## config.mk

```make
export PLATFORM = sky130hd
export DESIGN_NAME = block_deframer_crc16
export DESIGN_NICKNAME = d
export VERILOG_FILES = /design/src/design/bdc_pkg.sv /design/src/design/bdc_apb_regs.sv /design/src/design/bdc_crc16_byte.sv /design/src/design/bdc_parser.sv /design/src/design/bdc_out_buf.sv /design/src/design/block_deframer_crc16.sv
export SDC_FILE = /design/constraint.sdc
export NUM_CORES = 1
export LEC_CHECK = 0
export BUFFER_PORTS_ARGS = -buffer_cell sky130_fd_sc_hd__buf_2
export CELL_PAD_IN_SITES_DETAIL_PLACEMENT = 1
export CELL_PAD_IN_SITES_GLOBAL_PLACEMENT = 2
export CORE_MARGIN = 5
export CORE_UTILIZATION = 40
export DETAILED_ROUTE_END_ITERATION = 10
export GPL_ROUTABILITY_DRIVEN = 0
export PLACE_DENSITY = 0.87
export SLEW_MARGIN = 5
export SYNTH_ARGS = -nofsm -noshare
export SYNTH_HDL_FRONTEND = slang
export SYNTH_SLANG_ARGS = --single-unit
```

## constraint.sdc

```tcl
create_clock -name aclk -period 16.2 [get_ports aclk]
set_input_delay 3.24 -clock aclk [delete_from_list [all_inputs] [get_ports aclk]]
set_output_delay 3.24 -clock aclk [all_outputs]
set_load 0.05 [all_outputs]
```

## src/design/bdc_pkg.sv

```systemverilog
// Shared types and constants of the TLV deframer with CRC-16 check.
`timescale 1ns / 1ps
package bdc_pkg;

    localparam int APB_ADDR_W = 4;
    localparam int APB_DATA_W = 32;
    localparam int OUT_TDATA_W = 40;

    localparam logic [15:0] CRC_INIT = 16'hFFFF;
    localparam logic [15:0] CRC_POLY = 16'hA001;
    localparam logic [15:0] LIMIT_FIELD_OFFSET = 16'd0;

    localparam logic [15:0] RST_INIT_LIMIT = 16'd256;
    localparam logic [7:0] RST_CONFIG_CODE = 8'd1;
    localparam logic [7:0] RST_SCHEMA_CODE = 8'd2;
    localparam logic [7:0] RST_DATA_CODE = 8'd3;

    typedef enum logic [1:0] {
        REG_INIT_LIMIT = 2'd0,
        REG_CONFIG_CODE = 2'd1,
        REG_SCHEMA_CODE = 2'd2,
        REG_DATA_CODE = 2'd3
    } reg_idx_t;

    typedef enum logic [2:0] {
        STAT_OK = 3'd0,
        STAT_BAD_TYPE = 3'd1,
        STAT_TOO_LONG = 3'd2,
        STAT_CRC_BAD = 3'd3,
        STAT_LIMIT_BIG = 3'd4
    } status_t;

    typedef enum logic {
        KIND_CONTENT = 1'b0,
        KIND_STATUS = 1'b1
    } kind_t;

    typedef struct packed {
        logic [7:0] config_code;
        logic [7:0] schema_code;
        logic [7:0] data_code;
        logic limit_load;
        logic [15:0] load_value;
    } cfg_t;

    typedef struct packed {
        kind_t kind;
        logic [7:0] content_byte;
        status_t status;
        logic [7:0] frame_type;
        logic [15:0] frame_length;
        logic last;
    } result_t;

endpackage

```

## src/design/bdc_apb_regs.sv

```systemverilog
// APB configuration registers: limit and type codes.
`timescale 1ns / 1ps
module bdc_apb_regs
    import bdc_pkg::*;
(
    input  logic                  aclk,
    input  logic                  aresetn,
    input  logic                  psel,
    input  logic                  penable,
    input  logic                  pwrite,
    input  logic [APB_ADDR_W-1:0] paddr,
    input  logic [APB_DATA_W-1:0] pwdata,
    output logic [APB_DATA_W-1:0] prdata,
    output logic                  pready,
    output cfg_t                  cfg
);

    logic [15:0] init_limit_reg;
    logic [7:0] config_code_reg;
    logic [7:0] schema_code_reg;
    logic [7:0] data_code_reg;
    logic wr_en;
    reg_idx_t idx;

    assign pready = 1'b1;
    assign wr_en = psel && penable && pwrite;
    assign idx = reg_idx_t'(paddr[3:2]);

    always_ff @(posedge aclk) begin
        if (!aresetn) begin
            init_limit_reg <= RST_INIT_LIMIT;
            config_code_reg <= RST_CONFIG_CODE;
            schema_code_reg <= RST_SCHEMA_CODE;
            data_code_reg <= RST_DATA_CODE;
        end else if (wr_en) begin
            unique case (idx)
                REG_INIT_LIMIT: init_limit_reg <= pwdata[15:0];
                REG_CONFIG_CODE: config_code_reg <= pwdata[7:0];
                REG_SCHEMA_CODE: schema_code_reg <= pwdata[7:0];
                REG_DATA_CODE: data_code_reg <= pwdata[7:0];
            endcase
        end
    end

    always_comb begin
        unique case (idx)
            REG_INIT_LIMIT: prdata = {16'h0000, init_limit_reg};
            REG_CONFIG_CODE: prdata = {24'h000000, config_code_reg};
            REG_SCHEMA_CODE: prdata = {24'h000000, schema_code_reg};
            REG_DATA_CODE: prdata = {24'h000000, data_code_reg};
        endcase
    end

    always_comb begin
        cfg.config_code = config_code_reg;
        cfg.schema_code = schema_code_reg;
        cfg.data_code = data_code_reg;
        cfg.limit_load = wr_en && (idx == REG_INIT_LIMIT);
        cfg.load_value = pwdata[15:0];
    end

endmodule

```

## src/design/bdc_crc16_byte.sv

```systemverilog
// One-byte CRC-16/MODBUS update (reflected polynomial).
`timescale 1ns / 1ps
module bdc_crc16_byte
    import bdc_pkg::*;
(
    input  logic [15:0] crc_in,
    input  logic [7:0]  data_in,
    output logic [15:0] crc_out
);

    logic [15:0] c;

    always_comb begin
        c = crc_in ^ {8'h00, data_in};
        for (int i = 0; i < 8; i++) begin
            if (c[0]) begin
                c = (c >> 1) ^ CRC_POLY;
            end else begin
                c = c >> 1;
            end
        end
        crc_out = c;
    end

endmodule

```

## src/design/bdc_parser.sv

```systemverilog
// Frame parser: header decode, length and CRC checks, limit adoption.
`timescale 1ns / 1ps
module bdc_parser
    import bdc_pkg::*;
(
    input  logic    aclk,
    input  logic    aresetn,
    input  cfg_t    cfg,
    input  logic    in_accept,
    input  logic [7:0] in_byte,
    output logic    res_push,
    output result_t res
);

    typedef enum logic [2:0] {
        PH_TYPE,
        PH_LEN_LO,
        PH_LEN_HI,
        PH_CONTENT,
        PH_CRC_LO,
        PH_CRC_HI
    } phase_t;

    phase_t phase_reg, phase_next;
    logic [7:0] cur_type_reg, cur_type_next;
    logic [15:0] decl_len_reg, decl_len_next;
    logic [15:0] seen_reg, seen_next;
    logic [15:0] crc_reg, crc_next;
    logic [7:0] rx_lo_reg, rx_lo_next;
    logic [15:0] active_reg, active_next;
    logic [15:0] cap_reg, cap_next;

    logic [15:0] crc_in;
    logic [15:0] crc_upd;
    logic [15:0] len_full;
    logic [15:0] seen_inc;
    logic [15:0] rx_crc;
    logic type_ok;
    logic is_cfg;
    logic has_res;

    assign crc_in = (phase_reg == PH_TYPE) ? CRC_INIT : crc_reg;

    bdc_crc16_byte u_crc (
        .crc_in  (crc_in),
        .data_in (in_byte),
        .crc_out (crc_upd)
    );

    assign len_full = {in_byte, decl_len_reg[7:0]};
    assign seen_inc = seen_reg + 16'd1;
    assign rx_crc = {in_byte, rx_lo_reg};
    assign type_ok = (in_byte == cfg.config_code) || (in_byte == cfg.schema_code)
                     || (in_byte == cfg.data_code);
    assign is_cfg = (cur_type_reg == cfg.config_code);

    always_comb begin
        phase_next = phase_reg;
        cur_type_next = cur_type_reg;
        decl_len_next = decl_len_reg;
        seen_next = seen_reg;
        crc_next = crc_reg;
        rx_lo_next = rx_lo_reg;
        active_next = active_reg;
        cap_next = cap_reg;
        has_res = 1'b0;
        res.kind = KIND_STATUS;
        res.content_byte = 8'h00;
        res.status = STAT_OK;
        res.frame_type = cur_type_reg;
        res.frame_length = decl_len_reg;
        res.last = 1'b0;

        if (in_accept) begin
            unique case (phase_reg)
                PH_TYPE: begin
                    cur_type_next = in_byte;
                    decl_len_next = 16'h0000;
                    seen_next = 16'h0000;
                    cap_next = 16'h0000;
                    if (!type_ok) begin
                        has_res = 1'b1;
                        res.status = STAT_BAD_TYPE;
                        res.frame_type = in_byte;
                        res.frame_length = 16'h0000;
                    end else begin
                        crc_next = crc_upd;
                        phase_next = PH_LEN_LO;
                    end
                end
                PH_LEN_LO: begin
                    decl_len_next = {8'h00, in_byte};
                    crc_next = crc_upd;
                    phase_next = PH_LEN_HI;
                end
                PH_LEN_HI: begin
                    decl_len_next = len_full;
                    crc_next = crc_upd;
                    if (len_full > active_reg) begin
                        phase_next = PH_TYPE;
                        has_res = 1'b1;
                        res.status = STAT_TOO_LONG;
                        res.frame_length = len_full;
                    end else if (len_full == 16'h0000) begin
                        phase_next = PH_CRC_LO;
                    end else begin
                        phase_next = PH_CONTENT;
                    end
                end
                PH_CONTENT: begin
                    crc_next = crc_upd;
                    if (is_cfg) begin
                        if (seen_reg == LIMIT_FIELD_OFFSET) begin
                            cap_next = {cap_reg[15:8], in_byte};
                        end else if (seen_reg == LIMIT_FIELD_OFFSET + 16'd1) begin
                            cap_next = {in_byte, cap_reg[7:0]};
                        end
                    end
                    seen_next = seen_inc;
                    has_res = 1'b1;
                    res.kind = KIND_CONTENT;
                    res.content_byte = in_byte;
                    res.last = (seen_inc == decl_len_reg);
                    if (seen_inc == decl_len_reg) begin
                        phase_next = PH_CRC_LO;
                    end
                end
                PH_CRC_LO: begin
                    rx_lo_next = in_byte;
                    phase_next = PH_CRC_HI;
                end
                PH_CRC_HI: begin
                    phase_next = PH_TYPE;
                    has_res = 1'b1;
                    if (rx_crc != crc_reg) begin
                        res.status = STAT_CRC_BAD;
                    end else if (is_cfg && (cap_reg > active_reg)) begin
                        res.status = STAT_LIMIT_BIG;
                    end else if (is_cfg) begin
                        active_next = cap_reg;
                    end
                end
                default: begin
                    phase_next = PH_TYPE;
                end
            endcase
        end

        if (cfg.limit_load) begin
            active_next = cfg.load_value;
        end
    end

    assign res_push = has_res;

    always_ff @(posedge aclk) begin
        if (!aresetn) begin
            phase_reg <= PH_TYPE;
            cur_type_reg <= 8'h00;
            decl_len_reg <= 16'h0000;
            seen_reg <= 16'h0000;
            crc_reg <= CRC_INIT;
            rx_lo_reg <= 8'h00;
            active_reg <= RST_INIT_LIMIT;
            cap_reg <= 16'h0000;
        end else begin
            phase_reg <= phase_next;
            cur_type_reg <= cur_type_next;
            decl_len_reg <= decl_len_next;
            seen_reg <= seen_next;
            crc_reg <= crc_next;
            rx_lo_reg <= rx_lo_next;
            active_reg <= active_next;
            cap_reg <= cap_next;
        end
    end

endmodule

```

## src/design/bdc_out_buf.sv

```systemverilog
// Two-entry result buffer: output register plus skid register.
`timescale 1ns / 1ps
module bdc_out_buf
    import bdc_pkg::*;
(
    input  logic    aclk,
    input  logic    aresetn,
    input  logic    push,
    input  result_t push_data,
    output logic    space,
    output logic    out_valid,
    input  logic    out_ready,
    output result_t out_data
);

    logic main_valid_reg, main_valid_next;
    logic skid_valid_reg, skid_valid_next;
    result_t main_reg, main_next;
    result_t skid_reg, skid_next;
    logic pop;

    assign pop = main_valid_reg && out_ready;
    assign space = !skid_valid_reg;
    assign out_valid = main_valid_reg;
    assign out_data = main_reg;

    always_comb begin
        main_valid_next = main_valid_reg;
        skid_valid_next = skid_valid_reg;
        main_next = main_reg;
        skid_next = skid_reg;
        if (pop) begin
            if (skid_valid_reg) begin
                main_next = skid_reg;
                skid_valid_next = 1'b0;
            end else begin
                main_valid_next = push;
                main_next = push_data;
            end
        end else if (push) begin
            if (!main_valid_reg) begin
                main_valid_next = 1'b1;
                main_next = push_data;
            end else begin
                skid_valid_next = 1'b1;
                skid_next = push_data;
            end
        end
    end

    always_ff @(posedge aclk) begin
        if (!aresetn) begin
            main_valid_reg <= 1'b0;
            skid_valid_reg <= 1'b0;
        end else begin
            main_valid_reg <= main_valid_next;
            skid_valid_reg <= skid_valid_next;
        end
        main_reg <= main_next;
        skid_reg <= skid_next;
    end

endmodule

```

## src/design/block_deframer_crc16.sv

```systemverilog
// Top level of the TLV deframer with CRC-16/MODBUS check.
//
//  channel   | dir | handshake                  | payload
//  ----------+-----+----------------------------+--------------------------------
//  s_        | in  | s_tvalid / s_tready        | s_tdata: raw stream byte
//  m_        | out | m_tvalid / m_tready        | m_tdata, m_tuser (kind), m_tlast
//  apb       | in  | psel / penable, pready = 1 | 4 registers at 0x0, 0x4, 0x8, 0xC
//
// One stream byte is taken per cycle while s_tready is high; each beat is decoded
// in the cycle it is accepted and its result, if any, lands in the output buffer at
// that edge. The two-entry output buffer sets s_tready.
// s_tready drops only while both output entries are full.
// Reset is synchronous on aresetn and clears all control state.
`timescale 1ns / 1ps
module block_deframer_crc16
    import bdc_pkg::*;
(
    input  logic                   aclk,
    input  logic                   aresetn,
    input  logic                   s_tvalid,
    output logic                   s_tready,
    input  logic [7:0]             s_tdata,   // [7:0] in_byte
    output logic                   m_tvalid,
    input  logic                   m_tready,
    // [7:0] content_byte, [10:8] frame_status, [18:11] frame_type,
    // [34:19] frame_length, [39:35] zero
    output logic [OUT_TDATA_W-1:0] m_tdata,
    output logic                   m_tuser,   // [0] out_kind
    output logic                   m_tlast,
    input  logic                   psel,
    input  logic                   penable,
    input  logic                   pwrite,
    input  logic [APB_ADDR_W-1:0]  paddr,
    input  logic [APB_DATA_W-1:0]  pwdata,
    output logic [APB_DATA_W-1:0]  prdata,
    output logic                   pready
);

    cfg_t cfg;
    result_t res;
    result_t out_res;
    logic res_push;
    logic in_accept;
    logic space;

    assign s_tready = space;
    assign in_accept = s_tvalid && space;

    bdc_apb_regs u_regs (
        .aclk    (aclk),
        .aresetn (aresetn),
        .psel    (psel),
        .penable (penable),
        .pwrite  (pwrite),
        .paddr   (paddr),
        .pwdata  (pwdata),
        .prdata  (prdata),
        .pready  (pready),
        .cfg     (cfg)
    );

    bdc_parser u_parser (
        .aclk      (aclk),
        .aresetn   (aresetn),
        .cfg       (cfg),
        .in_accept (in_accept),
        .in_byte   (s_tdata),
        .res_push  (res_push),
        .res       (res)
    );

    bdc_out_buf u_obuf (
        .aclk      (aclk),
        .aresetn   (aresetn),
        .push      (res_push),
        .push_data (res),
        .space     (space),
        .out_valid (m_tvalid),
        .out_ready (m_tready),
        .out_data  (out_res)
    );

    assign m_tdata = {5'b00000, out_res.frame_length, out_res.frame_type,
                      out_res.status, out_res.content_byte};
    assign m_tuser = out_res.kind;
    assign m_tlast = out_res.last;

    a_stall_means_full: assert property (@(posedge aclk) disable iff (!aresetn)
        !s_tready |-> m_tvalid)
        else $error("input stalled while output register empty");

    a_status_beat_clean: assert property (@(posedge aclk) disable iff (!aresetn)
        (m_tvalid && m_tuser) |-> (!m_tlast && (m_tdata[7:0] == 8'h00)))
        else $error("status beat carries content fields");

    a_content_beat_ok: assert property (@(posedge aclk) disable iff (!aresetn)
        (m_tvalid && !m_tuser) |-> (m_tdata[10:8] == STAT_OK))
        else $error("content beat carries a status code");

    a_bad_type_no_len: assert property (@(posedge aclk) disable iff (!aresetn)
        (m_tvalid && m_tuser && (m_tdata[10:8] == STAT_BAD_TYPE))
        |-> (m_tdata[34:19] == 16'h0000))
        else $error("bad type status with nonzero length");

endmodule

```

-- Word-level counts from Yosys, hierarchy flattened
Cells that the tools add are included.
- input bits: 51
- logic and storage cells: 161
- register bits: 215
- add/sub/neg operators: 1
- bitwise gates (word level): 12
- reductions and logical operators: 42
- muxes and demuxes: 51
- eq/ne operators: 25
- $lt $le $gt $ge: 2
- operators with widths (cell ; number):
    $mux 16 ; 20
    $mux 37 ; 5
    $pmux 16 s2 ; 4
    $pmux 32 s4 ; 1
    $pmux 16 s3 ; 1
    $eq 8x8->1 ; 4
    $gt 16x16->1 ; 2
    $logic_not 16->1 ; 2
    $mux 25 ; 1
    $not 2->3 ; 8
    $reduce_and 2->1 ; 11
    $mux 3 ; 6
    $add 16x1->16 const B ; 1
    $eq 16x1->1 const B ; 1
    $eq 16x16->1 ; 1
    $ne 16x16->1 ; 1
    $xor 16x8->16 ; 1
    $pmux 3 s5 ; 1
    $reduce_bool 2->1 ; 7
    $reduce_and 3->1 ; 4
    $ne 2x1->1 const B ; 5
    $ne 2x2->1 const B ; 5
    $reduce_and 5->1 ; 2
    $mux 9 ; 1
    20 further kinds ; 38

-- Depth between registers and ports, before layout
Gate-level depths: netlist of the first run.
- word-level depth: 21
- depth in mapped cells: 11

-- By module
From an unflattened synthesis of the first run, not the netlist that was laid out.
- cells, all modules: 1207
- area total of the unflattened synthesis: 11725.0 µm²
- modules (own cells, without submodules) (module ; area each (µm²) ; sequential area each (µm²) ; instances ; cells each):
    bdc_parser ; 6399.9 ; 1981.9 ; 1 ; 836
    bdc_out_buf ; 2890.3 ; 2262.2 ; 1 ; 127
    bdc_apb_regs ; 2103.3 ; 800.8 ; 1 ; 208
    bdc_crc16_byte ; 284.0 ; 0.0 ; 1 ; 29
    block_deframer_crc16 ; 47.5 ; 0.0 ; 1 ; 7

-- Worst setup path after synthesis of the first run
Ideal clock, no wire load.
- kind: input -> register
- start point: in s_tdata[5]
- end point: reg u_obuf.skid_reg[0] (netlist name), enable pin
- required time: 15.714 ns
- arrival: 7.598 ns
- path slack: 8.116 ns
- stages on the path: 8
- buffers on the path: 1
- path through: ha_1 -> nand4_1 -> a2111o_1 -> a31oi_2 -> and3_1 -> clkbuf_1 -> nor4_1 -> nor3b_1
- word-level cells in the longest chain between the ends: 7
- elaborated cells on any way between the ends: 11
- ends and longest elaborated chain (what ; line ; source):
    start: declaration ; block_deframer_crc16.sv:22 ; input logic [7:0] s_tdata,
    parallel branches: the longest is 4 deep, another holds $gt 16x16->1 ; - ;
    $pmux 1 s3 * ; bdc_parser.sv:75 ; unique case (phase_reg)
    $mux 1 * ; bdc_parser.sv:74 ; if (in_accept) begin
    $reduce_and 3->1 (no source line) * ; - ;
    end signal: assignment ; bdc_out_buf.sv:60 ; skid_reg <= skid_next;
    end: declaration ; bdc_out_buf.sv:19 ; result_t skid_reg, skid_next;
Every way passes the cells marked *.
A chain may end at the register's enable or synchronous reset.

-- Final worst setup path of the first run
- start point: in paddr[2]
- end point: out prdata[5]
- word-level cells in the longest chain between the ends: 2
- elaborated cells on any way between the ends: 5
- ends and longest elaborated chain (what ; line ; source):
    start: declaration ; block_deframer_crc16.sv:33 ; input logic [APB_ADDR_W-1:0] paddr,
    $eq 2x2->1 (tied with other cells) ; bdc_apb_regs.sv:46 ; unique case (idx)
    $pmux 32 s4 * ; bdc_apb_regs.sv:46 ;
    end: declaration ; block_deframer_crc16.sv:35 ; output logic [APB_DATA_W-1:0] prdata,
Every way passes the cells marked *; elsewhere a longest branch is shown, timed or not. The select of a mux whose other input is x is not followed.

==> results of run 1 <==
logic make-up (layout without fill, tap and decap cells):
| logic type | count (synthesis) | count (layout) |
|---|---|---|
| flops | 215 | 215 |
| compound gates | 223 | 223 |
| other cells | 2 | 22 |
| fa+ha+maj | 35 | 35 |
| mux | 76 | 76 |
| xor+xnor | 101 | 101 |
| simple gates | 421 | 421 |
| buf+inv | 144 | 182 |
worst register-to-register path, delay by kind of cell (launching register included):
family | cells | cell delay [ns]
AND/OR/NAND/NOR | 6 | 1.97
flip-flops | 1 | 0.70
buffers and inverters | 2 | 0.55
AO/OA/AOI/OAI | 1 | 0.25
routing by layer:
layer	track usage, %	vias to the layer above	part of all wire, %
met5	0	-	0
met4	4.00	0	1.9
met3	3.04	37	5.0
met2	32.0	208	45
met1	29.1	4428	48
li1	-	4312	-
power by group:
part / total (mW) / switching (mW) / internal, mW / leakage [nW]
Combinational: 0.163 / 0.122 / 0.0408 / 2.62
Clock: 0.613 / 0.230 / 0.383 / 0.438
Sequential: 0.588 / 0.00952 / 0.578 / 1.86
how the worst max path moves through the flow:
stage                                        end  slack, ns  cells past startpoint
floorplan           u_obuf.skid_reg[0]$_DFFE_PP_       8.12                      8
global placement                       prdata[5]       8.55                      3
detailed placement                     prdata[5]       8.56                      3
CTS                                    prdata[5]       8.55                      3
global route                           prdata[5]       8.50                      3
finish                                 prdata[5]       8.55                      3
cells in the final DEF (no fill, tap or decap), types with 5 or more instances in the layout:
cell type,count
nand2_1,152
nand4_1,17
o21ai_0,42
inv_1,35
nor4_1,23
mux2_1,8
a21o_1,16
xnor2_1,33
and3_1,15
or3_1,7
buf_4,12
bufinv_16,5
clkbuf_1,5
mux4_2,8
a311oi_1,5
nand3_1,39
a21oi_1,93
ha_1,35
o21ai_1,7
and2_1,11
mux2_2,14
a22oi_1,10
clkbuf_16,25
nor2_1,89
nor2b_1,13
xor2_1,64
nor3_1,21
o211ai_1,18
dfxtp_1,141
edfxtp_1,74
mux2i_1,45
nand2b_1,11
buf_2,87
conb_1,22
per-stage QoR:
step	util, %	cell area (µm²)	worst slack, ns	hold slack, ns
floorplan	-	11500	8.12	0.432
global placement	42.8	12000	8.55	0.441
detailed placement	42.8	12000	8.56	0.449
CTS	46.0	12800	8.55	0.457
global route	46.0	12800	8.50	0.480
finish	46.0	12800	8.55	0.457
layout make-up:
type	count	area (µm²)	area share [%]
Clock buffer	34	699	5.44
Clock inverter	12	200	1.56
Inverter	37	139	1.08
Multi-Input combinational cell	878	5770	44.9
Sequential cell	215	5040	39.3
Tap cell	378	473	3.68
Timing Repair Buffer	99	526	4.09
==> results.toml, run 1 <==
[setup_path]
crit_path_start_kind = "primary input"
path_buf_inv = 2
crit_path_top_delay_cell = "mux4_2"
critPathLaunch = "paddr[2]"
crit_fanout = 13
path_delay_family = "multiplexers"
crit_top_cell = "buf_2"
end_kind = "output pin"
worstPathRequired_ns = 12.96
cpPeakStageDelay_ns = 0.60
rrSetupSlack_ns = 12.59
reg2reg_to = "u_parser.cap_reg[0]$_SDFFE_PN0P_"
critical_path_class = "primary input to output pin"
path_cells = "buf_2, mux4_2, buf_2"
cp.arrival_ns = 4.41
rr_worst_depth = 9
rr_startpoint = "u_parser.phase_reg[0]$_SDFFE_PN0P_"

[synth]
synth-adder-area-share_pct = 3.84
yosys-mux-area-fraction_pct = 7.79
synth_ff_type = "dfxtp_1"
synth.top_cell.area_share_pct = 24.8
syn_area_per_cell_um2 = 9.37
synth_top_family_by_area = "simple AND/OR/NAND/NOR gates"
synth_xor_area_share_pct = 8.09
synthArstFlopShare_pct = 0
yosys-top-cells-count = "nand2_1, dfxtp_1, a21oi_1"
ys_ff_latch = 215
yosys_warnings = 0
synth_cells = 1217
synth_top_cell_by_area = "dfxtp_1"
syn_area_mm2 = 0.0114
yosysSeqAreaShare_pct = 44.2
synth-edff-count = 74
ys_types = 75
synthSimpleGateAreaFrac_pct = 17.7
synth.most_common_cell = "nand2_1"
synth-compound-area-share_pct = 12.2
synth_area_leaders = "dfxtp_1, edfxtp_1, nand2_1"

[job]
drv_cap = 0

[floorplan]
die_w_um = 179
start_util_pct = 40.8
io_pins = 128
core_mm2 = 0.0279
rows = 61
design.die.area_mm2 = 0.0320
die-height_um = 179

[global_routing]
grt_max_degree = 67
grt_pass1_vias = 9155
grt_pass1_wl_mm = 51.6
overflow = 0
grt_usage_pct = 20.1
antenna_found_initial = 0

[cells_and_area]
antennaDiodeCount = 0
final_cells = 1653
nFillCells = 3249
drive_gt1_share_pct = 14.5
fin_nets = 1342
layout-area-overhead-vs-synth_pct = 12.7

[pwr]
power_mw = 1.36
leakagePower_nw = 4.92
vdd_ir_drop_max_v = 0.0000638
power_density_mw_per_mm2 = 106

[route]
vias = 8985
drt-total-wl_mm = 32.3
ant_nets = 0
vias_per_cell = 5.44
drc = 0
routedWlPerCell_um = 19.5
drtIter0Drc = 486
dr.pass1.iters = 6

[clock_network]
cts.root.buffer_cell = "clkbuf_16"
htreeDepth = 1
ctsResizeCount = 0
cts_tree = "built"
post_cts_buffers = 0
cts_made_buffers = 25
cts_buffer_depth = 3
cts-hold-fix-buffers = 0
clock_latency_ns = 0.54
cts.sinks = 215
clk_pin_slew_ns = 0.06

[status]
status = "completed"

[hold_path]
holdPathStages = 2
min-delay-start = "u_regs.init_limit_reg[6]$_SDFFE_PN0P_"
hold_path_end = "u_regs.init_limit_reg[6]$_SDFFE_PN0P_"
hold_path_class = "flop to flop"

[sta]
rsz0062_at_grt = "false"
tightest_slew_ns = 1.11
fmax_mhz = 131
min_period_over_period_pct = 47.2
max_slew_margin_pct = 25.7
layout_min_cycle_time_ns = 7.65
drv_slew = 0
fin_setup_tns_ns = 0
skew_ns = 0.0237
setup_viol = 0
hold_violations = 0

[place]
hpwl_mm = 22.3
placedCellCount = 1607
io_buffers = 87
Note: power is estimated with default switching activity, not from simulation.
==> inputs of run 2 (changes only) <==
Settings changed: ABC_AREA set to 1, CORE_UTILIZATION 40 to 35, PLACE_DENSITY 0.87 to 0.82.
Clock period 16.2 ns to 7.52 ns, I/O delays scaled along.
==> run 2 against run 1 <==
  * Core utilization is 6.2 points lower
  * Critical path depth is 7 higher
  * Sequential share of layout area is 1.4 points lower
  * Critical endpoint is now u_obuf.skid_reg[36]$_DFFE_PP_
  * Largest cell class unchanged
==> results.toml, run 2 <==
[global_routing]
grtUsageMet3_pct = 2.50
grt_pass1_vias = 10318
grt_use_met2_pct = 31.4
grt.busiest_layer = "met2"
antenna_found_initial = 0
grt_usage_pct = 19.0
overflow = 0
grt_util_met1_pct = 26.6
grt_max_degree = 80
grt_pass1_wl_mm = 58.2

[setup_path]
rr_worst_depth = 10
crit_path_top_delay_cell = "nor2_4"
critical_path_class = "primary input to flop"
cpPeakStageDelay_ns = 0.81
worstPathRequired_ns = 7.68
path_cells = "buf_2, ha_1, nand2_1, nor4_1, nand2_1, nand2_2, nand3_1, nand4_1, nand3_1, nor2_4"
crit_fanout = 37
crit_path_start_kind = "primary input"
path_delay_family = "simple AND/OR/NAND/NOR gates"
rrSetupSlack_ns = 4.00
rr_startpoint = "u_parser.active_reg[15]$_SDFFE_PN0P_"
end_kind = "flop"
cp.arrival_ns = 4.58
path_buf_inv = 1
reg2reg_to = "u_obuf.skid_reg[36]$_DFFE_PP_"

[synth]
synth_ff_type = "dfxtp_1"
synth_cells = 1527
ys_ff_latch = 215
synth_area_leaders = "dfxtp_1, edfxtp_1, nand2_1"
synth.most_common_cell = "nand2_1"
syn_area_mm2 = 0.0118
ys_types = 56
synth_top_cell_by_area = "dfxtp_1"
yosysSeqAreaShare_pct = 42.7
synth.top_cell.area_share_pct = 23.9
yosys-top-cells-count = "nand2_1, nor2_1, dfxtp_1"
syn_area_per_cell_um2 = 7.74
yosys_warnings = 0
synth-edff-count = 74
synthArstFlopShare_pct = 0

[clock_network]
cts-hold-fix-buffers = 0
cts_tree = "built"
htreeDepth = 1
clock_latency_ns = 0.54
cts.sinks = 215
cts.root.buffer_cell = "clkbuf_16"
cts_buffer_depth = 3
clk_pin_slew_ns = 0.06
post_cts_buffers = 0
ctsResizeCount = 0
cts_made_buffers = 27

[cells_and_area]
drive_gt1_share_pct = 13.9
final_cell_mix = "nand2_1, nor2_1, dfxtp_1"
fin_nets = 1668
final_common_cell = "nand2_1"
final_area_mm2 = 0.0133
final_cells = 2051
layout-area-overhead-vs-synth_pct = 12.7
antennaDiodeCount = 0

[place]
place_area_mm2 = 0.0124
placedCellCount = 2001
hpwl_mm = 26.6
io_buffers = 87

[route]
routedWlPerCell_um = 18.0
drtIter0Drc = 454
dr.pass1.iters = 6
vias = 10175
drt-total-wl_mm = 37.0
ant_nets = 0
vias_per_cell = 4.96
drc = 0

[sta]
drv_slew = 0
setup_viol = 0
fin_setup_tns_ns = 0
hold_violations = 0
tightest_slew_ns = 1.12
min_period_over_period_pct = 58.8
fmax_mhz = 226
layout_min_cycle_time_ns = 4.42
max_slew_margin_pct = 24.7
rsz0062_at_grt = "false"
skew_ns = 0.0113

[pwr]
power.internal_mw = 2.55
p_sw_mw = 1.55
sequentialPowerShare_pct = 37.6
vdd_ir_drop_max_v = 0.000183
leakagePower_nw = 5.64
p_sw_share_pct = 37.8
comb_power_share_pct = 29.8
power_density_mw_per_mm2 = 308
pwr-share-clk_pct = 32.6
power_mw = 4.11

[job]
drv_cap = 0

[hold_path]
hold_path_class = "flop to flop"
holdPathStages = 2
hold_path_end = "u_regs.init_limit_reg[10]$_SDFFE_PN0P_"
min-delay-start = "u_regs.init_limit_reg[10]$_SDFFE_PN0P_"

[floorplan]
die-height_um = 194
start_util_pct = 35.4
rows = 67
die_w_um = 194
core_mm2 = 0.0334
io_pins = 128
design.die.area_mm2 = 0.0376

[status]
status = "completed"
[run 2: cell count changes after synthesis, sizes merged, moves of 14 or more]
cell	previous run	this run
nor4	27	4
clkbuf	57	28
inv	36	145
a21oi	94	112
o21ai	49	101
mux2i	46	7
nand2	152	388
xor2	64	28
nand3	39	105
mux2	22	0
nor2	89	180
a21o	16	2
nor3	26	10
and3	15	0
[run 2: power by group through the flow]
stage / combinational [mW] / clock [mW] / sequential (mW)
global placement: 1.20 / 0 / 1.56
floorplan: 0.729 / 0 / 1.77
detailed placement: 1.23 / 0 / 1.57
CTS: 1.23 / 1.37 / 1.54
finish: 1.22 / 1.34 / 1.54
global route: 1.35 / 1.42 / 1.56
[run 2: layer usage]
layer,part of all wire (%),vias to the layer above
met2,45,205
met3,4.6,50
met5,0,-
li1,-,5080
met4,2.3,0
met1,48,4840
[run 2: worst max-delay path by stage]
stage               cells after the start                             to       start  slack (ns)
global placement                       10   u_obuf.skid_reg[7]$_DFFE_PP_  s_tdata[5]        2.66
global route                           10   u_obuf.out_data[8]$_DFFE_PP_  s_tdata[5]        2.99
detailed placement                     10   u_obuf.skid_reg[7]$_DFFE_PP_  s_tdata[7]        2.61
CTS                                    10   u_obuf.skid_reg[5]$_DFFE_PP_  s_tdata[5]        3.17
floorplan                               9   u_obuf.out_data[0]$_DFFE_PP_  s_tdata[7]        1.61
finish                                 10  u_obuf.skid_reg[36]$_DFFE_PP_  s_tdata[5]        3.10
[run 2: cells by family after synthesis]
| family | synth area share [%] |
|---|---|
| XOR/XNOR | 5.14 |
| adder cells (fa/ha/maj) | 3.70 |
| other | 0.0635 |
| flip-flops | 42.7 |
| buffers and inverters | 9.43 |
| AO/OA/AOI/OAI | 11.9 |
| multiplexers | 0.592 |
| AND/OR/NAND/NOR | 26.5 |
[run 2: layout make-up]
cell class	instances	area [µm²]
clock buffers	39	811
clock inverters	11	121
fillers	4133	20100
inverters	150	567
multi-input cells	1098	5760
flip-flops and latches	215	5040
well taps	448	561
repair buffers	90	458
[run 2: worst min-delay path: cells and delay by family, from the launching register on]
family,cells,cell delay [ns]
flops,1,0.31
compound gates,1,0.05
simple gates,1,0.06
[run 2: stage by stage]
step	util (%)	setup slack (ns)	hold WS [ns]
3_5_place_dp	37.0	2.61	0.460
6_report	39.8	3.10	0.466
3_3_place_gp	37.0	2.66	0.450
5_1_grt	39.8	2.99	0.484
2_1_floorplan	-	1.61	0.441
4_1_cts	39.8	3.17	0.469
